### config.mk
export PLATFORM = sky130hd
export DESIGN_NAME = json_token_lexer_top
export DESIGN_NICKNAME = d
export VERILOG_FILES = /design/src/design/jtl_pkg.sv /design/src/design/jtl_core.sv /design/src/design/jtl_out_queue.sv /design/src/design/json_token_lexer_top.sv
export SDC_FILE = /design/constraint.sdc
export NUM_CORES = 1
export LEC_CHECK = 0
export ABC_AREA = 1
export BUFFER_PORTS_ARGS = -buffer_cell sky130_fd_sc_hd__buf_2
export CAP_MARGIN = 25
export CORE_MARGIN = 4
export CORE_UTILIZATION = 25
export CTS_CLUSTER_DIAMETER = 150
export DETAILED_ROUTE_END_ITERATION = 12
export PLACE_DENSITY = 0.46
export SYNTH_ARGS = -nofsm -noshare
export SYNTH_HDL_FRONTEND = slang
export SYNTH_SLANG_ARGS = --single-unit
### constraint.sdc
create_clock -name clk -period 8.8 [get_ports clk]
set_input_delay 0.88 -clock clk [delete_from_list [all_inputs] [get_ports clk]]
set_output_delay 0.88 -clock clk [all_outputs]
set_load 0.1 [all_outputs]
### src/design/jtl_pkg.sv
`timescale 1ns / 1ps
// ----------------------------------------------------------------------------
// jtl_pkg
// Types, token codes and character constants shared by the JSON token lexer.
// ----------------------------------------------------------------------------
package jtl_pkg;

    typedef enum logic [3:0] {
        KIND_LBRACE    = 4'd0,
        KIND_RBRACE    = 4'd1,
        KIND_LBRACKET  = 4'd2,
        KIND_RBRACKET  = 4'd3,
        KIND_COLON     = 4'd4,
        KIND_COMMA     = 4'd5,
        KIND_NUMBER    = 4'd6,
        KIND_STR_START = 4'd7,
        KIND_STR_BYTE  = 4'd8,
        KIND_STR_END   = 4'd9,
        KIND_BOOL      = 4'd10,
        KIND_END       = 4'd11,
        KIND_ERROR     = 4'd12
    } token_kind_t;

    typedef enum logic [1:0] {
        MODE_IDLE    = 2'd0,
        MODE_NUMBER  = 2'd1,
        MODE_STRING  = 2'd2,
        MODE_KEYWORD = 2'd3
    } lex_mode_t;

    localparam logic [7:0] CHAR_POINT    = 8'h2E;
    localparam logic [7:0] CHAR_QUOTE    = 8'h22;
    localparam logic [7:0] CHAR_ZERO     = 8'h30;
    localparam logic [7:0] CHAR_NINE     = 8'h39;
    localparam logic [7:0] CHAR_LBRACE   = 8'h7B;
    localparam logic [7:0] CHAR_RBRACE   = 8'h7D;
    localparam logic [7:0] CHAR_LBRACKET = 8'h5B;
    localparam logic [7:0] CHAR_RBRACKET = 8'h5D;
    localparam logic [7:0] CHAR_COLON    = 8'h3A;
    localparam logic [7:0] CHAR_COMMA    = 8'h2C;
    localparam logic [7:0] CHAR_T        = 8'h74;
    localparam logic [7:0] CHAR_F        = 8'h66;

    localparam logic [4:0] FRAC_MAX      = 5'd31;
    localparam logic [2:0] LEN_TRUE      = 3'd4;
    localparam logic [2:0] LEN_FALSE     = 3'd5;
    localparam int         MAX_TOKENS    = 3;

    typedef struct packed {
        token_kind_t kind;
        logic [7:0]  text_byte;
        logic [31:0] mantissa;
        logic [4:0]  frac;
        logic        ovf;
        logic        bool_val;
        logic        last;
    } token_t;

    // Tokens produced by one byte, slot 0 first
    typedef struct packed {
        logic [1:0]                  count;
        token_t [MAX_TOKENS-1:0]     slot;
    } token_group_t;

    // Letter expected at a keyword position ("true" or "false")
    function automatic logic [7:0] kw_letter(input logic is_true, input logic [2:0] pos);
        logic [7:0] ch;
        ch = 8'h00;
        unique case ({is_true, pos})
            4'b1_000: ch = 8'h74;
            4'b1_001: ch = 8'h72;
            4'b1_010: ch = 8'h75;
            4'b1_011: ch = 8'h65;
            4'b0_000: ch = 8'h66;
            4'b0_001: ch = 8'h61;
            4'b0_010: ch = 8'h6C;
            4'b0_011: ch = 8'h73;
            4'b0_100: ch = 8'h65;
            default:  ch = 8'h00;
        endcase
        return ch;
    endfunction

endpackage

### src/design/jtl_core.sv
`timescale 1ns / 1ps
// ----------------------------------------------------------------------------
// jtl_core
// Lexer state and token decode: turns one text byte into zero to three tokens.
// ----------------------------------------------------------------------------
module jtl_core #(
    parameter int MANTISSA_BITS = 32
) (
    input  logic                 clk,
    input  logic                 rst_n,
    input  logic                 fire,
    input  logic [7:0]           in_byte,
    input  logic                 end_of_text,
    output jtl_pkg::token_group_t group
);
    import jtl_pkg::*;

    localparam int MB = MANTISSA_BITS;

    lex_mode_t       mode_reg, mode_next, mode_mid;
    logic [MB-1:0]   acc_reg, acc_next, acc_mid;
    logic [4:0]      frac_reg, frac_next, frac_mid;
    logic            point_reg, point_next, point_mid;
    logic            ovf_reg, ovf_next, ovf_mid;
    logic [2:0]      kpos_reg, kpos_next, kpos_mid;
    logic            ktrue_reg, ktrue_next, ktrue_mid;

    logic            pre_v, idle_v;
    token_t          pre_t, idle_t;

    logic [MB+31:0]  acc_reg_ext, acc_mid_ext;
    logic [MB+3:0]   times_ten;
    logic [3:0]      digit;
    logic            is_digit;

    assign acc_reg_ext = {{32{1'b0}}, acc_reg};
    assign acc_mid_ext = {{32{1'b0}}, acc_mid};
    assign digit       = 4'(in_byte - CHAR_ZERO);
    assign is_digit    = (in_byte >= CHAR_ZERO) && (in_byte <= CHAR_NINE);
    assign times_ten   = ({4'b0, acc_reg} << 3) + ({4'b0, acc_reg} << 1)
                       + {{MB{1'b0}}, digit};

    // Byte handling in the current mode, then fresh-token handling where needed
    always_comb
    begin
        logic       redo;
        logic [2:0] kw_len;
        mode_mid  = mode_reg;
        acc_mid   = acc_reg;
        frac_mid  = frac_reg;
        point_mid = point_reg;
        ovf_mid   = ovf_reg;
        kpos_mid  = kpos_reg;
        ktrue_mid = ktrue_reg;
        pre_v     = 1'b0;
        pre_t     = '0;
        idle_v    = 1'b0;
        idle_t    = '0;
        redo      = 1'b0;
        kw_len    = ktrue_reg ? LEN_TRUE : LEN_FALSE;

        unique case (mode_reg)
            MODE_NUMBER:
            begin
                if (is_digit)
                begin
                    if (times_ten[MB+3:MB] != 4'd0)
                    begin
                        acc_mid = '1;
                        ovf_mid = 1'b1;
                    end
                    else
                    begin
                        acc_mid = times_ten[MB-1:0];
                    end
                    if (point_reg)
                    begin
                        if (frac_reg >= FRAC_MAX)
                        begin
                            frac_mid = FRAC_MAX;
                            ovf_mid  = 1'b1;
                        end
                        else
                        begin
                            frac_mid = frac_reg + 5'd1;
                        end
                    end
                end
                else if (in_byte == CHAR_POINT && !point_reg)
                begin
                    point_mid = 1'b1;
                end
                else
                begin
                    pre_v          = 1'b1;
                    pre_t.kind     = KIND_NUMBER;
                    pre_t.mantissa = acc_reg_ext[31:0];
                    pre_t.frac     = frac_reg;
                    pre_t.ovf      = ovf_reg;
                    mode_mid       = MODE_IDLE;
                    redo           = 1'b1;
                end
            end
            MODE_STRING:
            begin
                pre_v = 1'b1;
                if (in_byte == CHAR_QUOTE)
                begin
                    pre_t.kind = KIND_STR_END;
                    mode_mid   = MODE_IDLE;
                end
                else
                begin
                    pre_t.kind      = KIND_STR_BYTE;
                    pre_t.text_byte = in_byte;
                end
            end
            MODE_KEYWORD:
            begin
                pre_v = 1'b0;
                if (kpos_reg < kw_len && in_byte == kw_letter(ktrue_reg, kpos_reg))
                begin
                    kpos_mid = kpos_reg + 3'd1;
                    if (kpos_mid == kw_len)
                    begin
                        pre_v          = 1'b1;
                        pre_t.kind     = KIND_BOOL;
                        pre_t.bool_val = ktrue_reg;
                        mode_mid       = MODE_IDLE;
                        kpos_mid       = 3'd0;
                    end
                end
                else
                begin
                    pre_v      = 1'b1;
                    pre_t.kind = KIND_ERROR;
                    mode_mid   = MODE_IDLE;
                    kpos_mid   = 3'd0;
                    redo       = 1'b1;
                end
            end
            default:
            begin
                redo = 1'b1;
            end
        endcase

        if (redo)
        begin
            unique case (in_byte)
                CHAR_LBRACE:   begin idle_v = 1'b1; idle_t.kind = KIND_LBRACE;   end
                CHAR_RBRACE:   begin idle_v = 1'b1; idle_t.kind = KIND_RBRACE;   end
                CHAR_LBRACKET: begin idle_v = 1'b1; idle_t.kind = KIND_LBRACKET; end
                CHAR_RBRACKET: begin idle_v = 1'b1; idle_t.kind = KIND_RBRACKET; end
                CHAR_COLON:    begin idle_v = 1'b1; idle_t.kind = KIND_COLON;    end
                CHAR_COMMA:    begin idle_v = 1'b1; idle_t.kind = KIND_COMMA;    end
                CHAR_QUOTE:
                begin
                    idle_v      = 1'b1;
                    idle_t.kind = KIND_STR_START;
                    mode_mid    = MODE_STRING;
                end
                CHAR_T, CHAR_F:
                begin
                    mode_mid  = MODE_KEYWORD;
                    kpos_mid  = 3'd1;
                    ktrue_mid = (in_byte == CHAR_T);
                end
                default:
                begin
                    if (is_digit)
                    begin
                        mode_mid  = MODE_NUMBER;
                        acc_mid   = {{(MB-4){1'b0}}, digit};
                        frac_mid  = 5'd0;
                        point_mid = 1'b0;
                        ovf_mid   = 1'b0;
                    end
                end
            endcase
        end
    end

    // End-of-text handling, token packing and next state
    always_comb
    begin
        logic   end1_v, end2_v;
        token_t end1_t, end2_t;
        logic [1:0] n;
        end1_v = 1'b0;
        end2_v = 1'b0;
        end1_t = '0;
        end2_t = '0;
        n      = 2'd0;
        group  = '0;

        mode_next  = mode_mid;
        acc_next   = acc_mid;
        frac_next  = frac_mid;
        point_next = point_mid;
        ovf_next   = ovf_mid;
        kpos_next  = kpos_mid;
        ktrue_next = ktrue_mid;

        if (end_of_text)
        begin
            end1_v = 1'b1;
            unique case (mode_mid)
                MODE_NUMBER:
                begin
                    end1_t.kind     = KIND_NUMBER;
                    end1_t.mantissa = acc_mid_ext[31:0];
                    end1_t.frac     = frac_mid;
                    end1_t.ovf      = ovf_mid;
                    end2_v          = 1'b1;
                    end2_t.kind     = KIND_END;
                end
                MODE_STRING, MODE_KEYWORD:
                begin
                    end1_t.kind = KIND_ERROR;
                end
                default:
                begin
                    end1_t.kind = KIND_END;
                end
            endcase
            mode_next  = MODE_IDLE;
            acc_next   = '0;
            frac_next  = 5'd0;
            point_next = 1'b0;
            ovf_next   = 1'b0;
            kpos_next  = 3'd0;
            ktrue_next = 1'b0;
        end

        if (pre_v)
        begin
            group.slot[n] = pre_t;
            n = n + 2'd1;
        end
        if (idle_v)
        begin
            group.slot[n] = idle_t;
            n = n + 2'd1;
        end
        if (end1_v && n != 2'd3)
        begin
            group.slot[n] = end1_t;
            n = n + 2'd1;
        end
        if (end2_v && n != 2'd3)
        begin
            group.slot[n] = end2_t;
            n = n + 2'd1;
        end
        if (n != 2'd0)
        begin
            group.slot[n - 2'd1].last = 1'b1;
        end
        group.count = n;
    end

    always_ff @(posedge clk or negedge rst_n)
    begin
        if (!rst_n)
        begin
            mode_reg  <= MODE_IDLE;
            acc_reg   <= '0;
            frac_reg  <= 5'd0;
            point_reg <= 1'b0;
            ovf_reg   <= 1'b0;
            kpos_reg  <= 3'd0;
            ktrue_reg <= 1'b0;
        end
        else if (fire)
        begin
            mode_reg  <= mode_next;
            acc_reg   <= acc_next;
            frac_reg  <= frac_next;
            point_reg <= point_next;
            ovf_reg   <= ovf_next;
            kpos_reg  <= kpos_next;
            ktrue_reg <= ktrue_next;
        end
    end

    a_kpos_idle: assert property (@(posedge clk) disable iff (!rst_n)
        mode_reg != MODE_KEYWORD |-> kpos_reg == 3'd0)
        else $error("keyword position left set outside a keyword");

    a_kpos_range: assert property (@(posedge clk) disable iff (!rst_n)
        mode_reg == MODE_KEYWORD |-> (kpos_reg != 3'd0 && kpos_reg < (ktrue_reg ? LEN_TRUE : LEN_FALSE)))
        else $error("keyword position out of range");

    a_end_clears: assert property (@(posedge clk) disable iff (!rst_n)
        fire && end_of_text |=> mode_reg == MODE_IDLE && acc_reg == '0 && !ovf_reg)
        else $error("state not cleared after end of text");

endmodule

### src/design/jtl_out_queue.sv
`timescale 1ns / 1ps
// ----------------------------------------------------------------------------
// jtl_out_queue
// Three-slot result register: loads the tokens of one byte, drains one per
// transfer from slot 0.
// ----------------------------------------------------------------------------
module jtl_out_queue (
    input  logic                  clk,
    input  logic                  rst_n,
    input  logic                  load,
    input  jtl_pkg::token_group_t group,
    output logic                  can_load,
    output logic                  out_valid,
    input  logic                  out_ready,
    output jtl_pkg::token_t       head
);
    import jtl_pkg::*;

    logic [1:0]              count_reg, count_next;
    token_t [MAX_TOKENS-1:0] slot_reg, slot_next;
    logic                    pop;

    assign out_valid = (count_reg != 2'd0);
    assign pop       = out_valid && out_ready;
    assign can_load  = (count_reg == 2'd0) || (count_reg == 2'd1 && out_ready);
    assign head      = slot_reg[0];

    always_comb
    begin
        count_next = count_reg;
        slot_next  = slot_reg;
        if (load)
        begin
            count_next = group.count;
            slot_next  = group.slot;
        end
        else if (pop)
        begin
            // advance remaining tokens toward slot 0
            count_next  = count_reg - 2'd1;
            slot_next[0] = slot_reg[1];
            slot_next[1] = slot_reg[2];
        end
    end

    always_ff @(posedge clk or negedge rst_n)
    begin
        if (!rst_n)
        begin
            count_reg <= 2'd0;
        end
        else
        begin
            count_reg <= count_next;
        end
    end

    always_ff @(posedge clk)
    begin
        slot_reg <= slot_next;
    end

    a_load_ok: assert property (@(posedge clk) disable iff (!rst_n)
        load |-> can_load)
        else $error("tokens loaded over undelivered tokens");

    a_pop_count: assert property (@(posedge clk) disable iff (!rst_n)
        pop && !load |=> count_reg == $past(count_reg) - 2'd1)
        else $error("token count did not drop after transfer");

    a_last_tail: assert property (@(posedge clk) disable iff (!rst_n)
        count_reg == 2'd1 |-> slot_reg[0].last)
        else $error("final remaining token not marked last");

endmodule

### src/design/json_token_lexer_top.sv
`timescale 1ns / 1ps
// Path: a byte is taken into the input register, then its tokens into the result register.
// Throughput: one byte per cycle while each byte yields at most one token and
// out_ready stays high; a byte yielding more tokens holds the input until
// they drain, one per transfer, from the three-slot result register.
// Reset: rst_n asynchronously clears the lexer state and empties both stages.
// ----------------------------------------------------------------------------
// json_token_lexer_top
// Byte-serial JSON tokenizer: input register, lexer core, result register.
// ----------------------------------------------------------------------------
module json_token_lexer_top #(
    parameter int MANTISSA_BITS = 32
) (
    input  logic        clk,
    input  logic        rst_n,
    input  logic        in_valid,
    output logic        in_ready,
    input  logic [7:0]  in_byte,
    input  logic        end_of_text,
    output logic        out_valid,
    input  logic        out_ready,
    output logic [3:0]  token_kind,
    output logic [7:0]  text_byte,
    output logic [31:0] number_mantissa,
    output logic [4:0]  fraction_digits,
    output logic        number_overflow,
    output logic        bool_value,
    output logic        last_of_run
);
    import jtl_pkg::*;

    logic         s1_valid_reg;
    logic [7:0]   s1_byte_reg;
    logic         s1_eot_reg;
    logic         advance;
    logic         can_load;
    token_group_t group;
    token_t       head;

    assign advance  = s1_valid_reg && can_load;
    assign in_ready = !s1_valid_reg || advance;

    always_ff @(posedge clk or negedge rst_n)
    begin
        if (!rst_n)
        begin
            s1_valid_reg <= 1'b0;
        end
        else if (in_valid && in_ready)
        begin
            s1_valid_reg <= 1'b1;
        end
        else if (advance)
        begin
            s1_valid_reg <= 1'b0;
        end
    end

    // hold the byte until the result register can take its tokens
    always_ff @(posedge clk)
    begin
        if (in_valid && in_ready)
        begin
            s1_byte_reg <= in_byte;
            s1_eot_reg  <= end_of_text;
        end
    end

    jtl_core #(
        .MANTISSA_BITS (MANTISSA_BITS)
    ) u_core (
        .clk         (clk),
        .rst_n       (rst_n),
        .fire        (advance),
        .in_byte     (s1_byte_reg),
        .end_of_text (s1_eot_reg),
        .group       (group)
    );

    jtl_out_queue u_queue (
        .clk       (clk),
        .rst_n     (rst_n),
        .load      (advance),
        .group     (group),
        .can_load  (can_load),
        .out_valid (out_valid),
        .out_ready (out_ready),
        .head      (head)
    );

    assign token_kind      = head.kind;
    assign text_byte       = head.text_byte;
    assign number_mantissa = head.mantissa;
    assign fraction_digits = head.frac;
    assign number_overflow = head.ovf;
    assign bool_value      = head.bool_val;
    assign last_of_run     = head.last;

endmodule

======== Word level (Yosys, flattened, before mapping) ========
Memory sizes are Yosys's and may differ from the RTL's.
Cells that the tools add are included.
storage, ports and cells
  flip-flop bits (word level) ............. 213
  ROM bits ................................ 112
  input port bits ......................... 13
  output and inout bits ................... 54
  logic and storage cells ................. 220
  memories kept ........................... 1
memory list
  name              words  width  read ports  clocked after memory_dff  write ports  RTL line       text
  (name not given)  16     7      1           0                         0            jtl_pkg.sv:69  unique case ({is_true, pos})
cells by class
  $add $sub $neg .......................... 10
  order comparisons ....................... 12
  eq/ne operators ......................... 21
  multiplexer cells ....................... 113
  reduce and logical (&&, ||, !) cells .... 31
operators by type and width
  operator                                             count
  bitwise mux 156 bit                                  4
  2-to-1 mux 156 bit                                   4
  demux 52 bit (select 2 bit)                          4
  2-to-1 mux 32 bit                                    7
  2-to-1 mux 104 bit                                   2
  2-to-1 mux 52 bit                                    4
  2-to-1 mux 38 bit                                    5
  == test 8 x 7 -> 1 bit (second input constant)       6
  2-to-1 mux 5 bit                                     8
  2-to-1 mux 1 bit                                     38
  adder 35 x 33 -> 36 bit                              1
  adder 36 x 4 -> 36 bit                               1
  == test 8 x 6 -> 1 bit (second input constant)       4
  2-to-1 mux 4 bit                                     7
  2-to-1 mux 2 bit                                     13
  2-to-1 mux 8 bit                                     3
  2-to-1 mux 3 bit                                     7
  one-hot mux 3 bit (6 select lines)                   1
  logical AND 1 bit                                    13
  one-hot mux 2 bit (3 select lines)                   2
  one-hot mux 4 bit (3 select lines)                   1
  nonzero test 2 bit                                   6
  < comparator 2 x 3 -> 1 bit (second input constant)  3
  OR reduction 9 bit                                   1
  other kinds (28)                                     42

======== Logic depth before layout (Yosys ltp) ========
  depth in word-level cells ............... 23
  gate-level depth with buffers ........... 32
  gate-level depth less buffers ........... 27

======== Modules after synthesis ========
Synthesis repeated with hierarchy kept, for this count alone.
unflattened totals
  cell total of the unflattened synthesis .. 1907
  area total of the unflattened synthesis .. 14510.2 um^2
modules (own cells, without submodules)
  module                times used  cells each  area an instance (um^2)  sequential area each (um^2)
  jtl_core              1           1325        7641.1                   1126.1
  jtl_out_queue         1           565         6546.3                   4734.5
  json_token_lexer_top  1           17          322.8                    295.3

======== Least setup slack after synthesis ========
No wires, ideal clock.
  path kind ............................... flip-flop to flip-flop
  start ................................... register u_core.kpos_reg[0]
  end ..................................... register u_queue.slot_reg[57] (netlist name) (data pin)
  setup time .............................. 258 ps
  arrival ................................. 4072 ps
  data required time ...................... 8542 ps
  slack ................................... 4470 ps
  cell stages (with the launch flop) ...... 30
  path buffers ............................ 5
  period minus slack after synthesis ...... 4330 ps
  cell sequence ........................... dfrtp_1 -> inv_1 -> ha_1 -> inv_1 -> nand2_1 -> nand2_1 -> nand2_1 -> nand2_1 -> nand2_1 -> nor2_2 -> nand2_1 -> nand2_2 -> nand3_4 -> buf_2 -> clkbuf_1 -> nand2_1 -> inv_1 -> ha_1 -> a21oi_1 -> nand2_1 -> clkbuf_1 -> o21ai_0 -> inv_1 -> ha_1 -> inv_1 -> nand4_2 -> nand3_1 -> buf_4 -> buf_6 -> o21ai_1
RTL lines
  what                    RTL line             text
  start, declared         jtl_core.sv:25       logic [2:0] kpos_reg, kpos_next, kpos_mid;
  start signal, assigned  jtl_core.sv:282      kpos_reg <= kpos_next;
  end signal, assigned    jtl_out_queue.sv:60  slot_reg <= slot_next;
  end, declared           jtl_out_queue.sv:20  token_t [MAX_TOKENS-1:0] slot_reg, slot_next;

======== Worst setup path in the final report ========
  start ................................... register s1_byte_reg[1]
  end ..................................... register u_queue.slot_reg (netlist bit u_queue.head[45]) (data pin)
between the ends
  cells in the longest elaborated chain, start to end .. 20
  elaborated cells between the ends (all ways) .. 79
  classes of those cells .................. 4 x add/sub; 8 x order compare; 14 x eq/ne; 41 x mux; 12 x reduce/logical
RTL lines
  what                                                                                 RTL line                    text
  start, declared                                                                      json_token_lexer_top.sv:33  logic [7:0] s1_byte_reg;
  start signal, assigned                                                               json_token_lexer_top.sv:64  s1_byte_reg <= in_byte;
  branches (longest 18 deep; another with greater-or-equal comparator 8 x 6 -> 1 bit)  --
  2-to-1 mux 156 bit (*)                                                               jtl_core.sv:256             if (n != 2'd0)
  2-to-1 mux 104 bit (*)                                                               jtl_out_queue.sv:32         if (load)
Mark *: on every way between the ends.
A chain may end at the register's enable or synchronous reset.

==> impl_metrics.csv <==
group,metric,value,unit
final_layout,final_cell_area,15000,µm²
logic_synthesis,syn_area,13700,µm²
place,dpl.hpwl,30600,µm
clocking,post_cts_buffers,0,
die,die-area,58700,µm²
clocking,ctsResizeCount,0,
final_layout,fin_util,0.277,
worst_setup_path,cpMaxStageDelayCell,"nand2_1",
grt,grt_overflow,0,
run_status,status,"complete, no violations",
power_and_ir_drop,p_per_area,361,nW/µm²
logic_synthesis,yosysUniqueCellTypes,46,
worst_setup_path,cp_data_required_time,9.00,ns
die,floorplan.rows,85,
detailed_routing,vias,11800,
worst_setup_path,slowest_delay,0.59,ns
timing,finalClockSkew,0.0216,ns
timing,drv_slew,0,
logic_synthesis,yosys.area.top_type_share,0.322,
detailed_routing,drtPass1Iterations,7,
place,dp.cells,2497,
clocking,cts_hold_buf,0,
logic_synthesis,yosysTopAreaCell,"edfxtp_1",
detailed_routing,drt-initial-drc-count,1000,
final_layout,final-instance-count-excl-fill,2533,
die,die_w,242,µm
timing,slew_headroom,0.340,
timing,post-route-min-period,5.86,ns
timing,worst_pin_slew,0.989,ns
worst_setup_path,crit_path_start_kind,"flip-flop",
final_layout,syn2layout_area_growth,9.07,%
clocking,clk_path_buf_depth,2,
hold_path,worstHoldPathType,"reg -> reg",
worst_setup_path,critical_path.top_delay_family,"simple AND/OR/NAND/NOR gates",
clocking,root_buffer,"clkbuf_16",
detailed_routing,ant_nets,0,
power_and_ir_drop,p_leak,6.96,nW
clocking,clk_pin_slew_worst_paths,0.07,ns
logic_synthesis,syn_avg_cell_area,7.46,µm²
final_layout,drive_gt1_frac,0.0829,
final_layout,largest_reg_flops,86,
die,die_h,242,µm
worst_setup_path,path_cells,"inv_1 > nor2_1 > nand3_1 > nor3_2 > nand2_1 > nand3_2 > nand3_4 > nand2_1 > inv_1 > ha_1 > a21oi_1 > nand2_1 > o21ai_0 > inv_1 > ha_1 > inv_1 > nand4_2 > nand2_1 > inv_1 > nand2_1 > nor2_1",
final_layout,multi_input_area,6560,µm²
place,place.gp.congestion,0.842,
logic_synthesis,async_reset_ff_frac,0.246,
place,io_buffers,66,
worst_setup_path,crit_fanout,34,
worst_setup_path,crit_arrival,6.06,ns
grt,grt_max_degree,84,
timing,finalSetupTns,0,ns
timing,hold_violations,0,
place,dp_slack,2.35,ns
die,core-area,54100,µm²
logic_synthesis,synth_ff_type,"edfxtp_1",
final_layout,num-fill-cells,5848,
place,placed_cell_area,14300,µm²
worst_setup_path,critical_path_class,"reg -> reg",
power_and_ir_drop,power,5.40,mW
job,max_cap_viol_count,0,
worst_setup_path,path_buf_inv,5,
logic_synthesis,ys_top_cells_by_area,"edfxtp_1, nand2_1, dfrtp_1",
grt,grt_pass1_vias,11300,
detailed_routing,wl_per_cell,16.6,µm
final_layout,final-seq-area,5620,µm²
logic_synthesis,syn_nets,1936,
timing,fin_crit_sh,0.666,
logic_synthesis,seq_area_frac_synth,0.409,
clocking,clkSinkCount,195,
detailed_routing,vias_per_cell,4.66,
power_and_ir_drop,peakVddDrop,0.000192,V
detailed_routing,drc,0,
die,start_util,0.254,
logic_synthesis,synth-edff-count,147,
grt,grt_antenna_before_repair,3,
timing,rsz0062_at_grt,"no",
logic_synthesis,syn_inst,1839,
detailed_routing,routed_wl,42100,µm
clocking,htreeDepth,4,
clocking,clock_latency,0.46,ns
grt,grt_pass1_wl,66500,µm
final_layout,nNetsFinal,1918,
timing,whs,0.520,ns
timing,fin_ws,2.94,ns
clocking,cts_buffers,17,
clocking,cts_tree,"built",
die,boundaryPins,67,
worst_setup_path,endpoint_kind,"flip-flop",
logic_synthesis,yosysWarnings,0,
timing,final-setup-viol-count,0,
grt,grt_usage,0.141,
timing,max_freq,171,MHz
logic_synthesis,ys_seq_elements,195,
cell usage after synthesis, types with 2 or more instances:
cell type	count
ha_1	82
inv_2	6
o21bai_1	5
a21oi_1	58
and2_1	2
nand3_1	147
nor3_1	11
o21ai_1	38
buf_2	15
o22ai_1	7
nor2_1	150
dfrtp_1	48
a21boi_0	2
clkbuf_1	41
nand3b_1	7
xnor2_1	3
buf_4	52
fa_1	2
o21ai_0	130
xor2_1	4
nand3_2	12
nand4_1	17
nor2_2	5
nand4_2	2
a22oi_1	15
a31oi_1	3
edfxtp_1	147
inv_1	215
or2_2	3
nand2_2	4
nor2_4	2
nand2_1	580
clkinv_1	2
buf_6	8
o211ai_1	3
worst min-delay path: stages (launching register included):
cell and delay (ns):
edfxtp_1 0.32, nand2_1 0.05, nand2_1 0.05
layer usage:
metal  part of all wire  GRT usage  vias to the layer above
met5                  0          0                        -
met4              0.010     0.0287                        0
met3              0.041     0.0228                       17
met2               0.43      0.215                      270
met1               0.51      0.209                     5571
li1                   -          -                     5939
layout by cell type, fill, tap and decap left out, drive strengths merged, types with 15 or more instances in the layout:
cell type  count
nand4         19
nor2         157
a22oi         15
inv          223
nand2        585
dfrtp         48
nand3        160
buf           80
clkbuf        19
ha            82
o21ai        169
edfxtp       147
a21oi         58
final timing paths:
path | end | depth (start not counted) | from | slack, ns
setup / recovery | u_queue.head[45]$_SDFFCE_PN0P_ | 21 | s1_byte_reg[1]$_DFFE_PP_ | 2.94
hold / removal | u_queue.head[24]$_DFFE_PP_ | 2 | u_queue.slot_reg[76]$_DFFE_PP_ | 0.52
setup reg to reg | u_queue.head[45]$_SDFFCE_PN0P_ | 21 | s1_byte_reg[1]$_DFFE_PP_ | 2.94
hold reg to reg | u_queue.head[24]$_DFFE_PP_ | 2 | u_queue.slot_reg[76]$_DFFE_PP_ | 0.52
max in group asynchronous | u_queue.count_reg[0]$_DFFE_PN0P_ | 2 | rst_n | 7.71
min in group asynchronous | u_core.acc_reg[27]$_DFFE_PN0P_ | 2 | rst_n | 0.56
power breakdown:
group	total [mW]	switching, mW	internal, mW
registers	1.69	0.194	1.49
clock network	0.853	0.370	0.484
logic	2.86	2.27	0.598
total	5.40	2.83	2.57
cell families after synthesis:
kind of cell	count (synthesis)	share of synthesized area
and+or+nand+nor	948	0.292
AOI/OAI and AO/OA	265	0.103
DFF	195	0.409
adders and majority gates	84	0.0777
xor gates and xnor gates	7	0.00447
buffers and inverters	340	0.114
layout make-up:
type | instances | share of cell area
multi-input cells | 1304 | 0.438
flip-flops and latches | 195 | 0.375
well taps | 696 | 0.0582
inverters | 223 | 0.0561
repair buffers | 80 | 0.0304
clock buffers | 19 | 0.0296
clock inverters | 13 | 0.0119
diodes | 3 | 0.000502
Note: power is estimated with default switching activity, not from simulation.
